==> config.mk <==
export PLATFORM = sky130hd
export DESIGN_NAME = fractional_clock_divider_search
export DESIGN_NICKNAME = d
export VERILOG_FILES = /design/src/hdl/fcd_pkg.sv /design/src/hdl/fcd_div.sv /design/src/hdl/fractional_clock_divider_search.sv
export SDC_FILE = /design/constraint.sdc
export NUM_CORES = 1
export LEC_CHECK = 0
export BUFFER_PORTS_ARGS = -buffer_cell sky130_fd_sc_hd__buf_2
export CORE_MARGIN = 2
export CORE_UTILIZATION = 60
export DETAILED_ROUTE_END_ITERATION = 12
export PLACE_DENSITY = 0.81
export SETUP_SLACK_MARGIN = 0.2
export SLEW_MARGIN = 0
export SYNTH_ARGS = -nofsm -noshare
export SYNTH_HDL_FRONTEND = slang
export SYNTH_SLANG_ARGS = --single-unit
==> constraint.sdc <==
create_clock -name i_clk -period 7.96 [get_ports i_clk]
set_clock_uncertainty 0.2 [all_clocks]
set_input_delay 0.398 -clock i_clk [delete_from_list [all_inputs] [get_ports i_clk]]
set_output_delay 0.398 -clock i_clk [all_outputs]
set_load 0.005 [all_outputs]
==> src/hdl/fcd_pkg.sv <==
// ----------------------------------------------------------------------------
// fcd_pkg
// Shared widths, constants and types for the fractional clock divider search.
// ----------------------------------------------------------------------------
package fcd_pkg;

    localparam int FREQ_W      = 18;
    localparam int CLK_W       = 28;
    localparam int PCLK_W      = CLK_W - 1;
    localparam int FRAME_SHIFT = 23;                 // 2 * 32 bits * 2 = 128, then << 16
    localparam int NUM_W       = FREQ_W + FRAME_SHIFT;
    localparam int RATIO_W     = 24;                 // ratio bits that reach X and the error
    localparam int FRAC_W      = 16;
    localparam int DEN_W       = 8;
    localparam int CNT_W       = $clog2(NUM_W + 1);
    localparam int PADDR_W     = 3;
    localparam int PDATA_W     = 32;

    localparam logic [DEN_W-1:0]   MAX_DEN     = 8'd255;
    localparam logic [FRAC_W-1:0]  FRAC_HALF   = 16'h8000;
    localparam logic [FRAC_W-1:0]  ERR_INIT    = 16'hFFFF;
    localparam logic [RATIO_W-1:0] ROUND_ADD   = 24'h008000;
    localparam logic [CLK_W-1:0]   CLK_RESET   = 28'd100000000;
    localparam logic [PCLK_W-1:0]  PCLK_MIN    = 27'd1;
    localparam logic [CNT_W-1:0]   DIV_STEPS   = CNT_W'(NUM_W);

    // register index = paddr[2]
    localparam logic REG_CPU_CLOCK = 1'b0;

    typedef enum logic [4:0] {
        ST_IDLE = 5'b00001,
        ST_DIV  = 5'b00010,
        ST_PREP = 5'b00100,
        ST_SRCH = 5'b01000,
        ST_DONE = 5'b10000
    } t_state;

    typedef struct packed {
        logic                start;
        logic [NUM_W-1:0]    num;
        logic [PCLK_W-1:0]   den;
    } t_div_req;

endpackage

==> src/hdl/fcd_div.sv <==
// ----------------------------------------------------------------------------
// fcd_div
// Restoring divider, one quotient bit per cycle; keeps the low quotient bits.
// ----------------------------------------------------------------------------
module fcd_div import fcd_pkg::*; (
    input  logic               i_clk,
    input  logic               i_rst_n,
    input  t_div_req           i_req,
    output logic               o_done,
    output logic [RATIO_W-1:0] o_quot
);

    logic                 r_busy, n_busy;
    logic                 r_done, n_done;
    logic [CNT_W-1:0]     r_cnt, n_cnt;
    logic [NUM_W-1:0]     r_num, n_num;
    logic [PCLK_W-1:0]    r_den, n_den;
    logic [PCLK_W-1:0]    r_rem, n_rem;
    logic [RATIO_W-1:0]   r_quot, n_quot;
    logic [PCLK_W:0]      trial;
    logic [PCLK_W:0]      diff;
    logic                 qbit;

    assign trial = {r_rem, r_num[NUM_W-1]};
    assign diff  = trial - {1'b0, r_den};
    assign qbit  = (trial >= {1'b0, r_den});

    always_comb begin
        n_busy = r_busy;
        n_done = 1'b0;
        n_cnt  = r_cnt;
        n_num  = r_num;
        n_den  = r_den;
        n_rem  = r_rem;
        n_quot = r_quot;
        if (i_req.start) begin
            n_busy = 1'b1;
            n_cnt  = DIV_STEPS;
            n_num  = i_req.num;
            n_den  = i_req.den;
            n_rem  = '0;
            n_quot = '0;
        end else if (r_busy) begin
            n_num  = {r_num[NUM_W-2:0], 1'b0};
            n_rem  = qbit ? diff[PCLK_W-1:0] : trial[PCLK_W-1:0];
            n_quot = {r_quot[RATIO_W-2:0], qbit};
            n_cnt  = r_cnt - 1'b1;
            if (r_cnt == CNT_W'(1)) begin
                n_busy = 1'b0;
                n_done = 1'b1;
            end
        end
    end

    always_ff @(posedge i_clk) begin
        if (!i_rst_n) begin
            r_busy <= 1'b0;
            r_done <= 1'b0;
            r_cnt  <= '0;
        end else begin
            r_busy <= n_busy;
            r_done <= n_done;
            r_cnt  <= n_cnt;
        end
        r_num  <= n_num;
        r_den  <= n_den;
        r_rem  <= n_rem;
        r_quot <= n_quot;
    end

    assign o_done = r_done;
    assign o_quot = r_quot;

endmodule

==> src/hdl/fractional_clock_divider_search.sv <==
// ----------------------------------------------------------------------------
// fractional_clock_divider_search
// Finds the 8-bit X/Y fractional divider pair for a requested sample rate.
// ----------------------------------------------------------------------------
// A request runs through the serial divider, which forms the 8.16 ratio
// (sample_freq << 23) / (cpu_clock_hz / 2); PREP then forms 255 * ratio,
// SRCH tries one Y per cycle from 255 down to 1 on a single shared
// subtractor (stopping early when an exact Y turns up), and DONE forms X.
// Input is taken only while the search is idle; the result sits in an
// output register until its transfer completes.
module fractional_clock_divider_search import fcd_pkg::*; (
    input  logic                i_clk,
    input  logic                i_rst_n,
    // configuration
    input  logic                psel,
    input  logic                penable,
    input  logic                pwrite,
    input  logic [PADDR_W-1:0]  paddr,
    input  logic [PDATA_W-1:0]  pwdata,
    output logic [PDATA_W-1:0]  prdata,
    output logic                pready,
    // request
    input  logic                i_in_valid,
    output logic                o_in_ready,
    input  logic [FREQ_W-1:0]   i_sample_freq,
    // result
    output logic                o_out_valid,
    input  logic                i_out_ready,
    output logic [DEN_W-1:0]    o_div_y,
    output logic [DEN_W-1:0]    o_div_x,
    output logic [2*DEN_W-1:0]  o_rate_word,
    output logic [FRAC_W-1:0]   o_best_error
);

    t_state               r_state, n_state;
    logic [CLK_W-1:0]     r_cpu_clk;
    logic [RATIO_W-1:0]   r_ratio, n_ratio;
    logic [RATIO_W-1:0]   r_acc, n_acc;
    logic [RATIO_W-1:0]   r_best_prod, n_best_prod;
    logic [DEN_W-1:0]     r_y, n_y;
    logic [DEN_W-1:0]     r_best_y, n_best_y;
    logic [FRAC_W-1:0]    r_best_err, n_best_err;
    logic                 r_out_valid, n_out_valid;
    logic [DEN_W-1:0]     r_div_y, n_div_y;
    logic [DEN_W-1:0]     r_div_x, n_div_x;
    logic [FRAC_W-1:0]    r_err_out, n_err_out;

    logic                 in_xfer;
    logic                 cfg_wr;
    logic [PCLK_W-1:0]    pclk;
    t_div_req             div_req;
    logic                 div_done;
    logic [RATIO_W-1:0]   div_quot;
    logic [RATIO_W-1:0]   sub_a;
    logic [RATIO_W-1:0]   sub_res;
    logic [FRAC_W-1:0]    frac;
    logic [FRAC_W-1:0]    err;
    logic [RATIO_W-1:0]   rounded;

    // ---------------- configuration ----------------
    assign pready = 1'b1;
    assign cfg_wr = psel && penable && pwrite && (paddr[PADDR_W-1] == REG_CPU_CLOCK);

    always_ff @(posedge i_clk) begin
        if (!i_rst_n) begin
            r_cpu_clk <= CLK_RESET;
        end else if (cfg_wr) begin
            r_cpu_clk <= pwdata[CLK_W-1:0];
        end
    end

    assign prdata = (paddr[PADDR_W-1] == REG_CPU_CLOCK)
                  ? {{(PDATA_W-CLK_W){1'b0}}, r_cpu_clk} : '0;

    // ---------------- ratio divider ----------------
    assign in_xfer = i_in_valid && o_in_ready;
    assign pclk    = (r_cpu_clk[CLK_W-1:1] == '0) ? PCLK_MIN : r_cpu_clk[CLK_W-1:1];

    assign div_req.start = in_xfer;
    assign div_req.num   = {i_sample_freq, {FRAME_SHIFT{1'b0}}};
    assign div_req.den   = pclk;

    fcd_div u_div (
        .i_clk   (i_clk),
        .i_rst_n (i_rst_n),
        .i_req   (div_req),
        .o_done  (div_done),
        .o_quot  (div_quot)
    );

    // ---------------- shared subtractor ----------------
    // PREP: (ratio << 8) - ratio = 255 * ratio; SRCH: step the product down one Y
    assign sub_a   = r_state[2] ? {r_ratio[RATIO_W-DEN_W-1:0], {DEN_W{1'b0}}} : r_acc;
    assign sub_res = sub_a - r_ratio;

    assign frac    = r_acc[FRAC_W-1:0];
    assign err     = (frac > FRAC_HALF) ? FRAC_W'(~frac + 1'b1) : frac;
    assign rounded = r_best_prod + ROUND_ADD;

    always_comb begin
        n_state     = r_state;
        n_ratio     = r_ratio;
        n_acc       = r_acc;
        n_best_prod = r_best_prod;
        n_y         = r_y;
        n_best_y    = r_best_y;
        n_best_err  = r_best_err;
        n_out_valid = r_out_valid;
        n_div_y     = r_div_y;
        n_div_x     = r_div_x;
        n_err_out   = r_err_out;

        if (r_out_valid && i_out_ready) begin
            n_out_valid = 1'b0;
        end

        unique case (r_state)
            ST_IDLE: begin
                if (in_xfer) begin
                    n_state = ST_DIV;
                end
            end
            ST_DIV: begin
                if (div_done) begin
                    n_ratio = div_quot;
                    n_state = ST_PREP;
                end
            end
            ST_PREP: begin
                n_acc      = sub_res;
                n_y        = MAX_DEN;
                n_best_err = ERR_INIT;
                n_state    = ST_SRCH;
            end
            ST_SRCH: begin
                if (err == '0) begin
                    n_best_prod = r_acc;
                    n_best_y    = r_y;
                    n_best_err  = '0;
                    n_state     = ST_DONE;
                end else begin
                    if (err < r_best_err) begin
                        n_best_prod = r_acc;
                        n_best_y    = r_y;
                        n_best_err  = err;
                    end
                    if (r_y == DEN_W'(1)) begin
                        n_state = ST_DONE;
                    end else begin
                        n_y   = r_y - 1'b1;
                        n_acc = sub_res;
                    end
                end
            end
            ST_DONE: begin
                if (!r_out_valid || i_out_ready) begin
                    n_out_valid = 1'b1;
                    n_div_y     = r_best_y;
                    n_div_x     = rounded[RATIO_W-1:FRAC_W];
                    n_err_out   = r_best_err;
                    n_state     = ST_IDLE;
                end
            end
            default: n_state = ST_IDLE;
        endcase
    end

    always_ff @(posedge i_clk) begin
        if (!i_rst_n) begin
            r_state     <= ST_IDLE;
            r_out_valid <= 1'b0;
        end else begin
            r_state     <= n_state;
            r_out_valid <= n_out_valid;
        end
        r_ratio     <= n_ratio;
        r_acc       <= n_acc;
        r_best_prod <= n_best_prod;
        r_y         <= n_y;
        r_best_y    <= n_best_y;
        r_best_err  <= n_best_err;
        r_div_y     <= n_div_y;
        r_div_x     <= n_div_x;
        r_err_out   <= n_err_out;
    end

    assign o_in_ready   = (r_state == ST_IDLE);
    assign o_out_valid  = r_out_valid;
    assign o_div_y      = r_div_y;
    assign o_div_x      = r_div_x;
    assign o_rate_word  = {r_div_x, r_div_y};
    assign o_best_error = r_err_out;

endmodule

Word-level counts from Yosys, hierarchy flattened
Index checks and enable logic that the tools add are counted.
- register bits after elaboration: 274
- input port bits: 60
- output and inout port bits: 83
- word-level logic and storage cells: 101
- add/sub/neg operators: 6
- order comparisons: 3
- equality and inequality tests: 14
- multiplexer cells: 34
- bitwise logic cells: 4
- reductions and logical operators: 20
- operators with widths (operator ; number):
    two-way mux 24 bit ; 5
    two-way mux 41 bit ; 2
    two-way mux 16 bit ; 3
    one-hot mux 24 bit (2 select lines) ; 1
    two-way mux 8 bit ; 4
    one-hot mux 16 bit (2 select lines) ; 1
    >= comparator 28 x 27 -> 1 bit ; 1
    two-way mux 28 bit ; 1
    logical NOT 27 bit ; 1
    two-way mux 27 bit ; 1
    subtractor 27 bit ; 1
    two-way mux 5 bit ; 5
    one-hot mux 5 bit (5 select lines) ; 1
    adder 24 x 16 -> 24 bit (second input constant) ; 1
    subtractor 24 bit ; 1
    adder 16 x 1 -> 16 bit (second input constant) ; 1
    greater-than comparator 16 bit (second input constant) ; 1
    logical NOT 16 bit ; 1
    < comparator 16 bit ; 1
    inverter 16 bit ; 1
    one-hot mux 8 bit (2 select lines) ; 1
    two-way mux 6 bit ; 2
    == test 8 x 1 -> 1 bit (second input constant) ; 1
    AND reduction 2 bit ; 4
    other kinds (21) ; 39

Logic depth before layout (Yosys ltp)
- depth in word-level cells: 7
- mapped depth: 17
- gate-level depth less buffers: 15

By module
From an unflattened synthesis, not the netlist that was laid out.
- cell total of the unflattened synthesis: 1392
- area, all modules: 14775.4 µm²
- by module, submodules not included (module ; instances ; cells each ; area an instance (µm²) ; sequential area each (µm²)):
    fractional_clock_divider_search ; 1 ; 799 ; 8366.8 ; 4314.1
    fcd_div ; 1 ; 593 ; 6408.6 ; 3223.1

Least setup slack after synthesis
No wires, ideal clock.
- path kind: reg-to-reg
- start: register r_acc[9]
- end: register r_best_prod[15], enable pin
- library setup time: 374 ps
- arrival: 3892 ps
- data required time: 7386 ps
- path slack: 3494 ps
- stages on the path, launching flop included: 16
- buffers on the path: 2
- period minus slack after synthesis: 4466 ps
- cell sequence: edfxtp_1 > or4_4 > buf_6 > o41a_1 > buf_2 > nand2_1 > xnor2_1 > ha_1 > a21o_1 > a21o_1 > a21o_1 > a21o_1 > a21oi_1 > o21ai_0 > a2111oi_0 > or2_1
- longest elaborated chain between the ends: 6
- elaborated cells on any way between the ends: 8
- classes of those cells: add/sub: 1; order compare: 2; mux: 1; bitwise: 1; reduce/logical: 3
- ends and longest elaborated chain (element ; line ; RTL):
    start: declaration ; fractional_clock_divider_search.sv:38 ; logic [RATIO_W-1:0] r_acc, n_acc;
    start signal: assignment ; fractional_clock_divider_search.sv:177 ; r_acc <= n_acc;
    inverter 16 bit ; fractional_clock_divider_search.sv:97 ; assign err = (frac > FRAC_HALF) ? FRAC_W'(~frac + 1'b1) : frac;
    adder 16 x 1 -> 16 bit ; fractional_clock_divider_search.sv:97 ;
    two-way mux 16 bit * ; fractional_clock_divider_search.sv:97 ;
    < comparator 16 bit or logical NOT 16 bit (tied branches) ; fractional_clock_divider_search.sv:142, fractional_clock_divider_search.sv:136 ;
    nonzero test 2 bit (no source line) * ; - ;
    AND reduction 2 bit (no source line) * ; - ;
    end signal: assignment ; fractional_clock_divider_search.sv:178 ; r_best_prod <= n_best_prod;
    end: declaration ; fractional_clock_divider_search.sv:39 ; logic [RATIO_W-1:0] r_best_prod, n_best_prod;
Every way passes the cells marked *; elsewhere a longest branch is shown, timed or not.
A chain may end at the register's enable or synchronous reset.

Worst setup path after layout
- start: register r_acc[9]
- end: register r_best_prod[22], enable pin
Same word-level chain as after synthesis.

==> impl_metrics.py <==
metrics = {
    "grt": {
        "busiest_layer": "met2",
        "grt_max_degree": 87,
        "grt_pass1_vias": 9729,
        "grt_pass1_wl_um": 45200,
        "grtUsageMet3_pct": 3.26,
        "track_usage_pct": 22.4,
        "use_met2_pct": 38.1,
        "grt_overflow": 0,
        "antenna_found_initial": 0,
        "met1_usage_pct": 29.7,
    },
    "worst_setup_path": {
        "crit_start": "r_acc[9]",
        "start_kind": "flop",
        "worstPathArrival_ns": 4.86,
        "max_stage_delay_ns": 0.66,
        "crit_top_cell": "a21o_1",
        "critPathCapture": "r_best_prod[22]",
        "slowest_stage": "or2_1",
        "reg2reg_from": "r_acc[9]",
        "crit_type": "flop to flop",
        "r2r_slack_ns": 3.06,
        "path_max_fanout": 17,
        "end_kind": "flop",
        "reg2reg_depth": 13,
        "required_ns": 7.91,
        "crit_chain": "or4_4, o41a_1, nand2_1, xnor2_1, ha_1, a21o_1, a21o_1, a21o_1, a21o_1, a21oi_1, o21ai_0, a2111oi_0, or2_1",
        "crit-reg2reg-capture": "r_best_prod[22]",
    },
    "status": {
        "status": "completed",
    },
    "placement": {
        "placed_area_um2": 14300,
        "dp_hpwl_um": 18200,
        "place.gp.congestion": 0.912,
        "port_buffers": 131,
        "pre_cts_ws_ns": 3.06,
    },
    "synthesis": {
        "synth-edff-count": 166,
        "ys_ff_latch": 259,
        "synth-main-ff-cell": "edfxtp_1",
        "syn_area_um2": 13700,
        "ys_top_cells_by_count": "189 x nand2_1, 166 x edfxtp_1, 97 x inv_1, 93 x dfxtp_1, 79 x nor2_1",
        "synthMostInstantiatedCell": "nand2_1",
        "ys.warnings.count": 0,
        "ys_seq_area_share_pct": 49.9,
        "async_reset_ff_share_pct": 0,
        "synth_area_per_cell_um2": 9.99,
        "synth_cells": 1374,
        "synth_top_cell_area_share_pct": 36.3,
        "synthTopCellsByArea": "edfxtp_1 36%, dfxtp_1 14%, ha_1 6.5%",
        "synth_top_cell_by_area": "edfxtp_1",
        "ys_types": 84,
    },
    "routing": {
        "first_pass_iters": 5,
        "vias_per_cell": 5.70,
        "wl_per_cell_um": 15.3,
        "drt-total-wl_um": 27400,
        "vias": 10209,
        "drt_iter0_drc": 659,
        "ant_nets": 0,
        "drc": 0,
    },
    "floorplanning": {
        "die-height_um": 155,
        "die-area_um2": 24100,
        "initial_core_util_pct": 60.8,
        "top_level_ports": 143,
        "die_w_um": 155,
        "num_rows": 55,
        "core_area_um2": 22600,
    },
    "pwr": {
        "power.density_nw_per_um2": 215,
        "p_leak_nw": 6.43,
        "peakVddDrop_uv": 216,
    },
    "sta": {
        "finalCriticalPeriod_ns": 4.90,
        "fin_crit_sh_pct": 61.6,
        "rsz0062_at_grt": "false",
        "maxSlewViolCount": 0,
        "hold_viol": 0,
        "setup-violations-final": 0,
        "fin_tns_setup_ns": 0,
        "worst_pin_slew_ns": 1.19,
        "max_slew_margin_pct": 20.2,
        "fin_ws_ns": 3.06,
        "max_freq_mhz": 204,
    },
    "clock_network": {
        "cts.root.buffer_cell": "clkbuf_16",
        "tritoncts": "done",
        "clk_path_buf_depth": 3,
        "cts-htree-levels": 1,
        "clkLatencyLatePin_ns": 0.53,
        "clk_pin_slew_worst_paths_ns": 0.06,
        "cts_sinks": 259,
        "cts-buffers-inserted": 27,
        "post-cts-setup-buffers": 0,
    },
    "finish": {
        "fill_cells": 1626,
        "drive_gt1_share_pct": 14.6,
        "design_area_um2": 15600,
        "nets": 1621,
        "final_util_pct": 69.2,
        "area_growth_pct": 13.7,
        "n_antenna_cell": 0,
    },
    "run": {
        "cap_violations": 0,
    },
    "min_path": {
        "hp-class": "primary input to flop",
    },
}
==> critical path: cells and delay by family (launching register included) <==
family                     cells  cell delay, ns
adders and majority gates      1            0.30
and+or+nand+nor                3            1.40
xor gates and xnor gates       1            0.19
AOI/OAI and AO/OA              8            1.95
DFF                            1            0.48
==> metal layers <==
layer	vias up	share of wire, %
li1	5034	-
met1	4773	44
met2	346	48
met3	56	6.0
met4	0	2.5
met5	-	0
==> how the worst min path moves through the flow <==
| stage | from | end | depth (start not counted) |
|---|---|---|---|
| after floorplan | r_best_y[0] | o_div_y[0] | 0 |
| after global placement | r_best_y[6] | o_div_y[6] | 0 |
| after detailed placement | r_best_y[1] | o_div_y[1] | 0 |
| after CTS | i_in_valid | r_state[0] | 3 |
| after global routing | i_in_valid | r_state[0] | 3 |
| final | i_out_ready | o_out_valid | 3 |
==> kinds of logic (layout without fill, tap and decap cells) <==
group	Yosys count	count (layout)	share of synthesized area, %
other	2	5	0.0547
adders and majority gates	74	74	6.83
AOI/OAI and AO/OA	270	270	13.1
xor gates and xnor gates	56	56	3.57
buffers and inverters	197	326	6.54
DFF	259	259	49.9
and+or+nand+nor	469	469	16.4
muxes	47	47	3.55
==> layout by cell type, fill, tap and decap left out, types with 4 or more instances in the layout <==
cell / count
o2111ai_1: 5
o31ai_1: 10
buf_4: 6
a31oi_1: 18
and3_1: 9
a211oi_1: 8
a21o_1: 14
clkbuf_1: 5
edfxtp_1: 166
a21boi_0: 24
nand2_1: 189
nor3b_1: 10
a31o_2: 6
nor3_1: 20
mux2i_1: 33
a41oi_1: 6
buf_2: 131
ha_1: 71
conb_1: 5
xor2_1: 13
mux2_2: 14
dfxtp_1: 92
a21oi_1: 42
clkbuf_16: 28
inv_1: 96
nand3_1: 44
xnor2_1: 43
nor2b_1: 40
or3_1: 12
nor4_1: 10
o21a_1: 16
nand2b_1: 23
nor2_1: 78
o21bai_1: 6
o21ai_0: 69
o211ai_1: 7
nand4_1: 4
dlygate4sd3_1: 45
a2111oi_0: 6
==> flip-flops by register name, summed over array words and instances (netlist names), 9 cells and up <==
signal,flops
o_best_error,16
r_best_prod,9
u_div.r_num,18
r_cpu_clk,28
r_best_err,16
r_acc,24
r_ratio,24
u_div.r_rem,27
u_div.r_den,27
u_div.o_quot,24
==> timing repair <==
action | in CTS | in global routing
hold endpoints to repair | 45 | 0
resized for setup | 0 | 0
hold buffers | 45 | 0
==> layout make-up <==
cell class / count / area (um^2) / area share (%)
clock buffer: 35 / 747 / 4.78
clock inverter: 12 / 150 / 0.961
inverter: 97 / 364 / 2.33
multi-input combinational: 921 / 6000 / 38.4
sequential: 259 / 6850 / 43.8
tap: 285 / 357 / 2.28
timing repair buffer: 182 / 1150 / 7.37
==> per-stage QoR <==
stage	power (W)	std cells	hold WS, ns
after floorplan	0.00198	1377	0.200
after global placement	0.00208	1699	0.202
after detailed placement	0.00210	1699	0.206
after CTS	0.00337	1791	0.0384
after global routing	0.00351	1791	0.0474
final	0.00336	1791	0.0682
==> report_power, final <==
part           total [W]  switching, W  internal [W]
Sequential       0.00156     0.0000484       0.00151
Combinational   0.000543      0.000316      0.000226
Clock            0.00126      0.000500      0.000760
No activity file was read; power rests on OpenSTA's default activity.
